$ cat src/sv/dhpe_pkg.sv
// shared constants and helpers for the delta hex percent encoder
package dhpe_pkg;

  localparam int unsigned ByteW = 8;
  localparam int unsigned SlotW = 3;

  // ascii codes used by the encoder
  localparam logic [ByteW-1:0] PctChar   = 8'h25;
  localparam logic [ByteW-1:0] ZeroChar  = 8'h30;
  localparam logic [ByteW-1:0] NineChar  = 8'h39;
  localparam logic [ByteW-1:0] LowAChar  = 8'h61;
  localparam logic [ByteW-1:0] LowFChar  = 8'h66;

  // character slots within one encoded byte group
  localparam logic [SlotW-1:0] SlotPct0  = 3'd0;
  localparam logic [SlotW-1:0] SlotHi0   = 3'd1;
  localparam logic [SlotW-1:0] SlotLo0   = 3'd2;
  localparam logic [SlotW-1:0] SlotPct1  = 3'd3;
  localparam logic [SlotW-1:0] SlotHi1   = 3'd4;
  localparam logic [SlotW-1:0] SlotLo1   = 3'd5;

  // lower-case hex digit for one nibble
  function automatic logic [ByteW-1:0] hex_digit(input logic [3:0] nib);
    logic [ByteW-1:0] wide;
    wide = {4'h0, nib};
    if (nib < 4'd10) begin
      hex_digit = ZeroChar + wide;
    end else begin
      hex_digit = LowAChar + wide - 8'd10;
    end
  endfunction

endpackage

$ cat src/sv/delta_hex_percent_encoder_top.sv
// delta hex percent encoder: byte stream in, escaped delta hex text out
//
//   channel  | dir | tdata            | tlast
//   s_axis   | in  | [7:0] char_in    | last_in
//   m_axis   | out | [7:0] char_out   | last_out
//
// each input word gives three output words, a final word gives six;
// output runs at one word a cycle while m_tready is high; the character serialiser
// loads a new word only once the last character of the word before it is taken.
// one input register decouples s_tready from m_tready; it takes the next word
// while the current characters are still being sent
// rst is synchronous, active high, and clears the running sum and previous byte
module delta_hex_percent_encoder_top (
  input  logic       clk,
  input  logic       rst,
  input  logic       s_tvalid,
  output logic       s_tready,
  input  logic [7:0] s_tdata,   // [7:0] char_in
  input  logic       s_tlast,   // last_in
  output logic       m_tvalid,
  input  logic       m_tready,
  output logic [7:0] m_tdata,   // [7:0] char_out
  output logic       m_tlast    // last_out
);

  logic                               in_full;
  logic [dhpe_pkg::ByteW-1:0]         in_char;
  logic                               in_last;

  logic                               busy;
  logic [dhpe_pkg::SlotW-1:0]         slot;
  logic [dhpe_pkg::ByteW-1:0]         delta0;
  logic [dhpe_pkg::ByteW-1:0]         delta1;
  logic                               item_fin;

  logic [dhpe_pkg::ByteW-1:0]         byte_sum;
  logic [dhpe_pkg::ByteW-1:0]         previous_byte;
  logic [dhpe_pkg::ByteW-1:0]         sum_next;

  logic                               s_acc;
  logic                               m_acc;
  logic                               finish;
  logic                               load;
  logic [dhpe_pkg::SlotW-1:0]         end_slot;

  // handshakes
  assign s_tready = !in_full;
  assign s_acc    = s_tvalid && s_tready;
  assign m_tvalid = busy;
  assign m_acc    = m_tvalid && m_tready;
  assign end_slot = item_fin ? dhpe_pkg::SlotLo1 : dhpe_pkg::SlotLo0;
  assign finish   = m_acc && (slot == end_slot);
  assign load     = in_full && (!busy || finish);

  // running sum including the word being loaded
  assign sum_next = byte_sum + in_char;

  // control state
  always_ff @(posedge clk) begin
    if (rst) begin
      in_full       <= 1'b0;
      busy          <= 1'b0;
      slot          <= dhpe_pkg::SlotPct0;
      byte_sum      <= '0;
      previous_byte <= '0;
    end else begin
      if (s_acc) begin
        in_full <= 1'b1;
      end else if (load) begin
        in_full <= 1'b0;
      end

      if (load) begin
        busy <= 1'b1;
        slot <= dhpe_pkg::SlotPct0;
      end else if (finish) begin
        busy <= 1'b0;
      end else if (m_acc) begin
        slot <= slot + 3'd1;
      end

      // message state, cleared after a final word
      if (load) begin
        if (in_last) begin
          byte_sum      <= '0;
          previous_byte <= '0;
        end else begin
          byte_sum      <= sum_next;
          previous_byte <= in_char;
        end
      end
    end
  end

  // input word register
  always_ff @(posedge clk) begin
    if (s_acc) begin
      in_char <= s_tdata;
      in_last <= s_tlast;
    end
  end

  // deltas for the word being sent, the checksum delta is against the final byte
  always_ff @(posedge clk) begin
    if (load) begin
      delta0   <= in_char - previous_byte;
      delta1   <= sum_next - in_char;
      item_fin <= in_last;
    end
  end

  // character select
  always_comb begin
    m_tlast = 1'b0;
    unique case (slot)
      dhpe_pkg::SlotPct0: m_tdata = dhpe_pkg::PctChar;
      dhpe_pkg::SlotHi0:  m_tdata = dhpe_pkg::hex_digit(delta0[7:4]);
      dhpe_pkg::SlotLo0:  m_tdata = dhpe_pkg::hex_digit(delta0[3:0]);
      dhpe_pkg::SlotPct1: m_tdata = dhpe_pkg::PctChar;
      dhpe_pkg::SlotHi1:  m_tdata = dhpe_pkg::hex_digit(delta1[7:4]);
      dhpe_pkg::SlotLo1: begin
        m_tdata = dhpe_pkg::hex_digit(delta1[3:0]);
        m_tlast = 1'b1;
      end
      default:            m_tdata = dhpe_pkg::PctChar;
    endcase
  end

endmodule

$ cat config.mk
export PLATFORM = sky130hd
export DESIGN_NAME = delta_hex_percent_encoder_top
export DESIGN_NICKNAME = d
export VERILOG_FILES = /design/src/sv/dhpe_pkg.sv /design/src/sv/delta_hex_percent_encoder_top.sv
export SDC_FILE = /design/constraint.sdc
export NUM_CORES = 1
export LEC_CHECK = 0
export BUFFER_PORTS_ARGS = -buffer_cell sky130_fd_sc_hd__buf_2
export CORE_MARGIN = 1
export CORE_UTILIZATION = 45
export DETAILED_ROUTE_END_ITERATION = 7
export PLACE_DENSITY = 0.64
export SYNTH_ARGS = -nofsm -noshare
export SYNTH_HDL_FRONTEND = slang
export SYNTH_SLANG_ARGS = --single-unit
export TNS_END_PERCENT = 20
$ cat constraint.sdc
create_clock -name clk -period 8.6 [get_ports clk]
set_input_delay 1.72 -clock clk [delete_from_list [all_inputs] [get_ports clk]]
set_output_delay 1.72 -clock clk [all_outputs]
set_load 0.01 [all_outputs]
==> results of run 1 <==
report_power, final:
part / total, mW / internal [mW] / leakage (nW) / switching [mW]
logic: 0.116 / 0.0519 / 0.836 / 0.0645
clock network: 0.122 / 0.0577 / 0.0395 / 0.0645
registers: 0.276 / 0.259 / 0.415 / 0.0167
flip-flops by register name, indices dropped and copies added (netlist names):
register       cells
byte_sum           8
delta0             8
delta1             8
in_char            8
previous_byte      8
slot               3
in_full            1
in_last            1
item_fin           1
m_tvalid           1
cell usage in the layout (no fill, tap or decap), types with 2 or more instances in the layout:
master and instances:
clkbuf_8 5, nor4b_1 2, nand2b_1 5, nor3_1 13, o211ai_1 7, a21oi_1 19
edfxtp_1 26, mux2i_1 3, ha_1 28, nand3_1 3, xnor2_1 18, dfxtp_1 21
or3_1 2, o21bai_1 2, or4_1 2, conb_1 2, a21o_1 2, xor2_1 5
o21ai_0 24, a211oi_1 5, nor2b_1 9, a22o_1 15, nor2_1 18, nand2_1 18
inv_1 33, fa_1 3, clkbuf_1 3, a21boi_0 2, buf_2 21
per-layer routing:
| layer | GRT usage (%) | vias to the layer above | part of all wire (%) |
|---|---|---|---|
| li1 | - | 1152 | - |
| met1 | 22.8 | 965 | 52 |
| met2 | 25.2 | 36 | 44 |
| met3 | 2.97 | 6 | 2.6 |
| met4 | 4.70 | 0 | 1.2 |
| met5 | 0 | - | 0 |
area by class of cell:
type	instances	area [sq um]	share of cell area, %
Tap cell	77	96.3	2.96
Multi-Input combinational cell	223	1640	50.6
Clock buffer	8	80.1	2.46
Inverter	33	124	3.81
Sequential cell	47	1200	37.0
Timing Repair Buffer	21	105	3.23
kinds of logic after synthesis:
group	count (synthesis)	synth area share, %
compound gates	87	19.6
simple gates	77	13.3
flops	47	39.8
buf+inv	40	5.76
fa+ha+maj	31	13.6
xor+xnor	23	6.67
mux	3	0.995
other cells	2	0.249
how the worst max path moves through the flow:
stage | start | endpoint
after floorplan | m_tready | byte_sum[4]
after global placement | m_tready | byte_sum[6]
after detailed placement | m_tready | byte_sum[1]
after CTS | delta0[1] | m_tdata[2]
after global routing | delta0[1] | m_tdata[2]
final | delta0[1] | m_tdata[2]
metrics by stage:
| step | total power [mW] | utilization (%) | hold WS (ns) | instances |
|---|---|---|---|---|
| after floorplan | 0.369 | - | 0.442 | 310 |
| after global placement | 0.396 | 49.3 | 0.457 | 401 |
| after detailed placement | 0.397 | 49.3 | 0.455 | 401 |
| after CTS | 0.519 | 50.6 | 0.479 | 409 |
| after global routing | 0.546 | 50.6 | 0.489 | 409 |
| final | 0.515 | 50.6 | 0.479 | 409 |
==> flow_metrics.tcl, run 1 <==
set metrics [dict create \
    gp_congestion 0.796 \
    synth-async-reset-ratio_pct 0 \
    skew_ns 0.00434 \
    min_period_over_period_pct 41.7 \
    rrSetupSlack_ns 5.57 \
    finalSetupViolations 0 \
    r2r_cells 10 \
    drt_wl_total_mm 5.22 \
    worstHoldEndpoint "previous_byte[3]" \
    hold_depth 1 \
    yosysUniqueCellTypes 46 \
    critPathKind "flop to primary output" \
    ir_worst_vdd_uv 123 \
    maxCapViolCount 0 \
    synth_fp_nets 354 \
    max_freq_mhz 279 \
    post_cts_buffers 0 \
    synth_area_leaders "edfxtp_1 26%, dfxtp_1 14%, ha_1 12%" \
    drtPass1Iterations 8 \
    clkTransAtPathRegs_ns 0.08 \
    cts_buffers 5 \
    path_max_fanout 5 \
    synth_most_common_cell "inv_1" \
    cts_buffer_depth 2 \
    synth_edf_count 26 \
    synth_commonest_cells "33 x inv_1, 28 x ha_1, 26 x edfxtp_1, 24 x o21ai_0, 21 x dfxtp_1" \
    timing.critical_path.mode_cell "nand2_1" \
    routed_via_density 5.28 \
    cts_resized 0 \
    cts.htree.levels 2 \
    grt_pass1_vias 1980 \
    r2r-start "in_char[0]" \
    cts_hold_buf 0 \
    rsz0062_at_grt "false" \
    p_per_area_nw_per_um2 158 \
    fp-row-count 29 \
    setup-tns-final_ns 0 \
    max_slew.worst_pin.slew_ns 1.07 \
    cp-end-kind "primary output" \
    n_antenna_cell 0 \
    post-route-min-period_ns 3.59 \
    dieHeight_um 83.9 \
    ys_ff_latch 47 \
    grt_max_degree 23 \
    hpwl_mm 4.10 \
    fillers 604 \
    cp.buffers_inverters 2 \
    yosysSeqAreaShare_pct 39.8 \
    antenna_found_initial 0 \
    status "complete, but fails checks" \
    crit_arrival_ns 1.87 \
    drc 4 \
    fin_ws_ns 5.01 \
    synth_top_flop_cell "edfxtp_1" \
    ant_nets 0 \
    crit_family "compound AO/OA/AOI/OAI gates" \
    wire_per_inst_um 12.8 \
    start_util_pct 47.0 \
    die_area_sq_um 7040 \
    clockRootBuffer "clkbuf_8" \
    numPortBuffers 21 \
    drtIter0Drc 68 \
    grt.overflow.total 0 \
    final-hold-violation-count 0 \
    synth_top_area_share_pct 25.9 \
    layout-drive-gt1-share_pct 9.34 \
    yosys_warnings 0 \
    clk_latency_ns 0.29 \
    finalMaxSlewViolations 0 \
    cts_tree "yes" \
    slowest_delay_ns 0.44 \
    avgSynthCellArea_sq_um 9.74 \
    cts.sinks 47 \
    hp-start "previous_byte[3]" \
    crit_required_ns 6.88 \
    worst_setup_path_start_kind "flop" \
    grtUsageTotal_pct 16.2 \
    coreArea_sq_um 6420 \
    min_path_type "flop to flop" \
    synthCells 310 \
    pre_cts_slack_ns 4.94 \
    netlist_area_sq_um 3020 \
    dpl_cell_area_sq_um 3170 \
    die_w_um 83.9 \
    timing.rr.end "delta1[7]" \
    path_cells "inv_1 -> ha_1 -> nand2_1 -> nand2_1 -> o21ai_0 -> a2111oi_0 -> a31oi_1 -> buf_2" \
    fin_area_sq_um 3250 \
    grt_pass1_wl_mm 9.11 \
    relSlewSlack_pct 28.3 \
    pin_count 24 \
    p_leak_nw 1.29 \
    synth.largest_area_cell "edfxtp_1" \
    path_depth 8 \
    final_nets 375 \
    area_growth_pct 7.67 \
    num_vias 2159 \
    cp_slowest_cell "edfxtp_1" \
    violations "DRC" \
]
Note: power is estimated with default switching activity, not from simulation.
==> run 2: changes to the inputs <==
- PLACE_DENSITY: 0.64 -> 0.66
- clock period: 8.6 -> 3.1 ns (I/O delays scaled with it)
==> run 2 against run 1 <==
Compared with the run above:
- the flow still finishes with violations (DRC)
- register-to-register slack got worse by 5.4 ns
- clock power rose to 2.8 times the previous value
- sequential share of layout area fell by 0.25 points
- core utilization rose by 0.35 points
- global-route usage rose by 0.18 points
- critical endpoint is now delta1[6]
- routed wire length rose by 0.90%
- combinational power rose to 2.8 times the previous value
- hold slack barely moved
- non-clock buffer count rose by 3
- largest cell class unchanged
==> flow_metrics.tcl, run 2 (synthesis results as in run 1) <==
set metrics [dict create \
    status "complete, but fails checks" \
    violations "DRC" \
    cp_slowest_cell "fa_1" \
    drtPass1Iterations 7 \
    drt_wl_total_mm 5.26 \
    dieHeight_um 83.9 \
    setup-tns-final_ns 0 \
    grtUsageTotal_pct 16.3 \
    drtIter0Drc 108 \
    grt.overflow.total 0 \
    num_vias 2222 \
    die_area_sq_um 7040 \
    n_antenna_cell 0 \
    cts_buffers 5 \
    cts.sinks 47 \
    p_per_area_nw_per_um2 439 \
    wire_per_inst_um 12.8 \
    gp_congestion 0.860 \
    final_cell_mix "33 x inv_1, 28 x ha_1, 26 x edfxtp_1" \
    crit_arrival_ns 3.07 \
    cts_hold_buf 0 \
    final_cells 412 \
    final_nets 378 \
    skew_ns 0.0107 \
    pin_count 24 \
    min_path_type "flop to flop" \
    path_max_fanout 5 \
    maxCapViolCount 0 \
    post_cts_buffers 0 \
    multi_input_area_sq_um 1640 \
    routed_via_density 5.39 \
    die_w_um 83.9 \
    cts_resized 0 \
    min_period_over_period_pct 93.9 \
    r2r_cells 9 \
    max_slew.worst_pin.slew_ns 1.25 \
    critPathKind "flop to flop" \
    pre_cts_slack_ns 0.211 \
    crit_required_ns 3.26 \
    r2r-start "in_char[0]" \
    timing.critical_path.mode_cell "ha_1" \
    p_leak_nw 1.31 \
    fp-row-count 29 \
    hpwl_mm 4.08 \
    grt_pass1_vias 2083 \
    cp-end-kind "flop" \
    startpoint "in_char[0]" \
    antenna_found_initial 0 \
    finalSetupViolations 0 \
    fillers 580 \
    numPortBuffers 21 \
    cts_buffer_depth 2 \
    path_cells "ha_1 -> fa_1 -> xor2_1 -> ha_1 -> nor2b_1 -> o21ai_0 -> a21boi_0 -> or4_1 -> nand3_1" \
    fin_ws_ns 0.188 \
    timing.rr.end "delta1[6]" \
    max_freq_mhz 343 \
    rsz0062_at_grt "false" \
    worst_setup_path_start_kind "flop" \
    finalMaxSlewViolations 0 \
    drc 8 \
    grt_max_degree 22 \
    final-hold-violation-count 0 \
    dp_cells 404 \
    relSlewSlack_pct 16.3 \
    cts_tree "yes" \
    ir_worst_vdd_uv 252 \
    rrSetupSlack_ns 0.19 \
    ant_nets 0 \
    seqCellArea_sq_um 1200 \
    post-route-min-period_ns 2.91 \
    clkTransAtPathRegs_ns 0.08 \
    start_util_pct 47.0 \
    clk_latency_ns 0.30 \
    clockRootBuffer "clkbuf_8" \
    grt_pass1_wl_mm 9.15 \
    coreArea_sq_um 6420 \
    slowest_delay_ns 0.48 \
    layout-drive-gt1-share_pct 10.1 \
    worstSetupEndpoint "delta1[6]" \
    layout_commonest_cell "inv_1" \
    cts.htree.levels 2 \
    area_growth_pct 8.42 \
]
-- run 2: cell count changes in the layout (fill, tap and decap cells not counted), sizes merged --
cell  delta
buf      +3
-- run 2: layout make-up --
class / instances / share of cell area [%]
Clock buffer: 8 / 2.45
Multi-Input combinational cell: 223 / 50.2
Tap cell: 77 / 2.94
Inverter: 33 / 3.79
Sequential cell: 47 / 36.7
Timing Repair Buffer: 24 / 3.90
-- run 2: routing by layer --
layer	vias to the layer above	track usage (%)	wire length, um
li1	1167	-	-
met1	1007	21.4	2610
met2	40	26.2	2400
met3	8	3.36	171
met4	0	6.74	74
met5	-	0	0
-- run 2: worst min path at each step --
stage                           from               end  slack [ns]  cells after the start
floorplan           previous_byte[2]  previous_byte[2]        0.44                      1
global placement    previous_byte[2]  previous_byte[2]        0.46                      1
detailed placement  previous_byte[3]  previous_byte[3]        0.46                      1
CTS                 previous_byte[3]  previous_byte[3]        0.48                      1
global route              s_tdata[5]        in_char[5]        0.47                      1
finish              previous_byte[2]  previous_byte[2]        0.48                      1
-- run 2: per-stage QoR --
stage	hold WS (ns)	power [mW]	util, %	cell area [sq um]
after floorplan	0.442	1.03	-	3020
after global placement	0.458	1.10	49.7	3190
after detailed placement	0.462	1.10	49.7	3190
after CTS	0.481	1.45	50.9	3270
after global routing	0.475	1.52	50.9	3270
final	0.479	1.44	50.9	3270
-- run 2: report_power, final --
part | leakage, nW | internal, mW | switching, mW | total [mW]
registers | 0.415 | 0.719 | 0.0443 | 0.763
logic | 0.852 | 0.146 | 0.181 | 0.326
clock network | 0.0395 | 0.160 | 0.186 | 0.347
-- run 2: worst max-delay path, delay by kind of cell (launching register included) --
kind | cells | cell delay [ns]
XOR/XNOR | 1 | 0.21
AO/OA/AOI/OAI | 2 | 0.36
flip-flops | 1 | 0.45
AND/OR/NAND/NOR | 3 | 0.64
adder cells (fa/ha/maj) | 3 | 1.10
==> run 3: changes to the inputs <==
- GPL_TIMING_DRIVEN: unset -> 0
- PLACE_DENSITY: 0.66 -> 0.65
==> run 3 against run 2 <==
Compared with the run above:
- the run still ends with DRC left
- count of clock-buffer cells in the layout fell by 2
- clock power is 11% higher
- combinational power up 2%
- first-iteration DRC count decreased by 14%
- routed wire length increased by 5.3%
- clock skew decreased by 0.0054 ns
- hold slack is essentially flat
- non-clock buffer count is 3 higher
- register-to-register slack worse by 0.03 ns
- fmax shrank 0.87%
- cell count increased by 0.73%
- die area stayed put
- critical path type unchanged
- critical endpoint unchanged
- highest routed layer unchanged
==> flow_metrics.tcl, run 3 (synthesis results as in run 1) <==
set metrics [dict create \
    status "complete, but fails checks" \
    violations "DRC" \
    cts_buffers 5 \
    cts.htree.levels 2 \
    layout_commonest_cell "inv_1" \
    grtUsageTotal_pct 16.9 \
    area_growth_pct 9.70 \
    p_per_area_nw_per_um2 448 \
    final_core_util_pct 51.5 \
    drc 6 \
    clkTransAtPathRegs_ns 0.08 \
    fillers 603 \
    grt_pass1_wl_mm 9.56 \
    coreArea_sq_um 6420 \
    crit_required_ns 3.27 \
    setup-tns-final_ns 0 \
    r2r_cells 10 \
    cts_buffer_depth 2 \
    min_path_type "flop to flop" \
    grt_pass1_vias 2127 \
    grt.overflow.total 0 \
    crit_arrival_ns 3.10 \
    worstHoldEndpoint "previous_byte[3]" \
    finalSetupViolations 0 \
    final-hold-violation-count 0 \
    min_period_over_period_pct 94.8 \
    r2r-start "in_char[0]" \
    max_slew.worst_pin.slew_ns 1.08 \
    rrSetupSlack_ns 0.16 \
    worst_setup_path_start_kind "flop" \
    gp_congestion 0.864 \
    final_nets 381 \
    timing.rr.end "delta1[6]" \
    grt_max_degree 23 \
    finalMaxSlewViolations 0 \
    cts.sinks 47 \
    relSlewSlack_pct 27.8 \
    seqCellArea_sq_um 1200 \
    rsz0062_at_grt "false" \
    routed_via_density 5.41 \
    hold_depth 1 \
    cts_hold_buf 0 \
    die_w_um 83.9 \
    cts_tree "yes" \
    max_freq_mhz 340 \
    numPortBuffers 20 \
    critPathKind "flop to flop" \
    fin_area_sq_um 3310 \
    multi_input_area_sq_um 1650 \
    ir_worst_vdd_uv 238 \
    final_cell_mix "33 x inv_1, 28 x ha_1, 26 x edfxtp_1" \
    ant_nets 0 \
    skew_ns 0.00532 \
    wire_per_inst_um 13.3 \
    antenna_found_initial 0 \
    hp-start "previous_byte[3]" \
    clockRootBuffer "clkbuf_8" \
    layout-drive-gt1-share_pct 11.2 \
    n_antenna_cell 0 \
    path_max_fanout 5 \
    start_util_pct 47.0 \
    die_area_sq_um 7040 \
    drt_wl_total_mm 5.54 \
    num_vias 2245 \
    dpl_cell_area_sq_um 3210 \
    dieHeight_um 83.9 \
    p_leak_nw 1.32 \
    post-route-min-period_ns 2.94 \
    hpwl_mm 4.35 \
    drtIter0Drc 93 \
    pin_count 24 \
    fp-row-count 29 \
    maxCapViolCount 0 \
    clk_latency_ns 0.30 \
    cp-end-kind "flop" \
    drtPass1Iterations 6 \
]
run 3: through the flow:
stage / hold slack, ns / cells / setup slack [ns] / power, mW
finish: 0.479 / 415 / 0.162 / 1.48
global route: 0.470 / 415 / 0.0102 / 1.58
CTS: 0.481 / 415 / 0.0894 / 1.49
detailed placement: 0.455 / 407 / 0.115 / 1.11
global placement: 0.456 / 407 / 0.141 / 1.10
floorplan: 0.442 / 310 / 0.384 / 1.03
run 3: final cells by class:
| type | count | area share, % |
|---|---|---|
| clock inverter | 2 | 0.340 |
| multi-input combinational | 223 | 49.7 |
| sequential | 47 | 36.3 |
| timing repair buffer | 20 | 3.02 |
| inverter | 33 | 3.74 |
| buffer | 7 | 1.51 |
| clock buffer | 6 | 2.49 |
| tap | 77 | 2.91 |
run 3: worst max-delay path by stage:
stage	cells past startpoint	start	slack (ns)	endpoint
detailed placement	10	in_char[0]	0.11	delta1[6]
floorplan	10	in_char[0]	0.38	delta1[6]
finish	10	in_char[0]	0.16	delta1[6]
CTS	10	in_char[0]	0.09	delta1[6]
global route	10	in_char[0]	0.01	delta1[7]
global placement	10	in_char[0]	0.14	delta1[6]
run 3: metal layers:
metal | track usage [%] | vias to the layer above | wire (um)
li1 | - | 1163 | -
met1 | 21.2 | 1049 | 2660
met4 | 5.80 | 0 | 100
met5 | 0 | - | 0
met3 | 2.97 | 7 | 123
met2 | 29.4 | 26 | 2650
run 3: critical path: stages, from the launching register on:
cell and delay [ns]:
edfxtp_1 0.46, ha_1 0.31, fa_2 0.42, a211oi_1 0.25, o21bai_1 0.12, a21oi_1 0.18
xnor2_1 0.11, ha_1 0.30, inv_1 0.07, or4_1 0.47, nand3_1 0.11
run 3: power breakdown:
| group | switching [mW] | leakage (nW) | internal (mW) | total [mW] |
|---|---|---|---|---|
| logic | 0.186 | 0.859 | 0.148 | 0.334 |
| registers | 0.0442 | 0.415 | 0.719 | 0.763 |
| clock network | 0.207 | 0.0449 | 0.178 | 0.385 |
run 3: timing repair:
action | 4_1_cts | 5_1_grt
endpoints found under the setup margin | 0 | 2
setup buffers | 0 | 0
resized for setup | 0 | 2
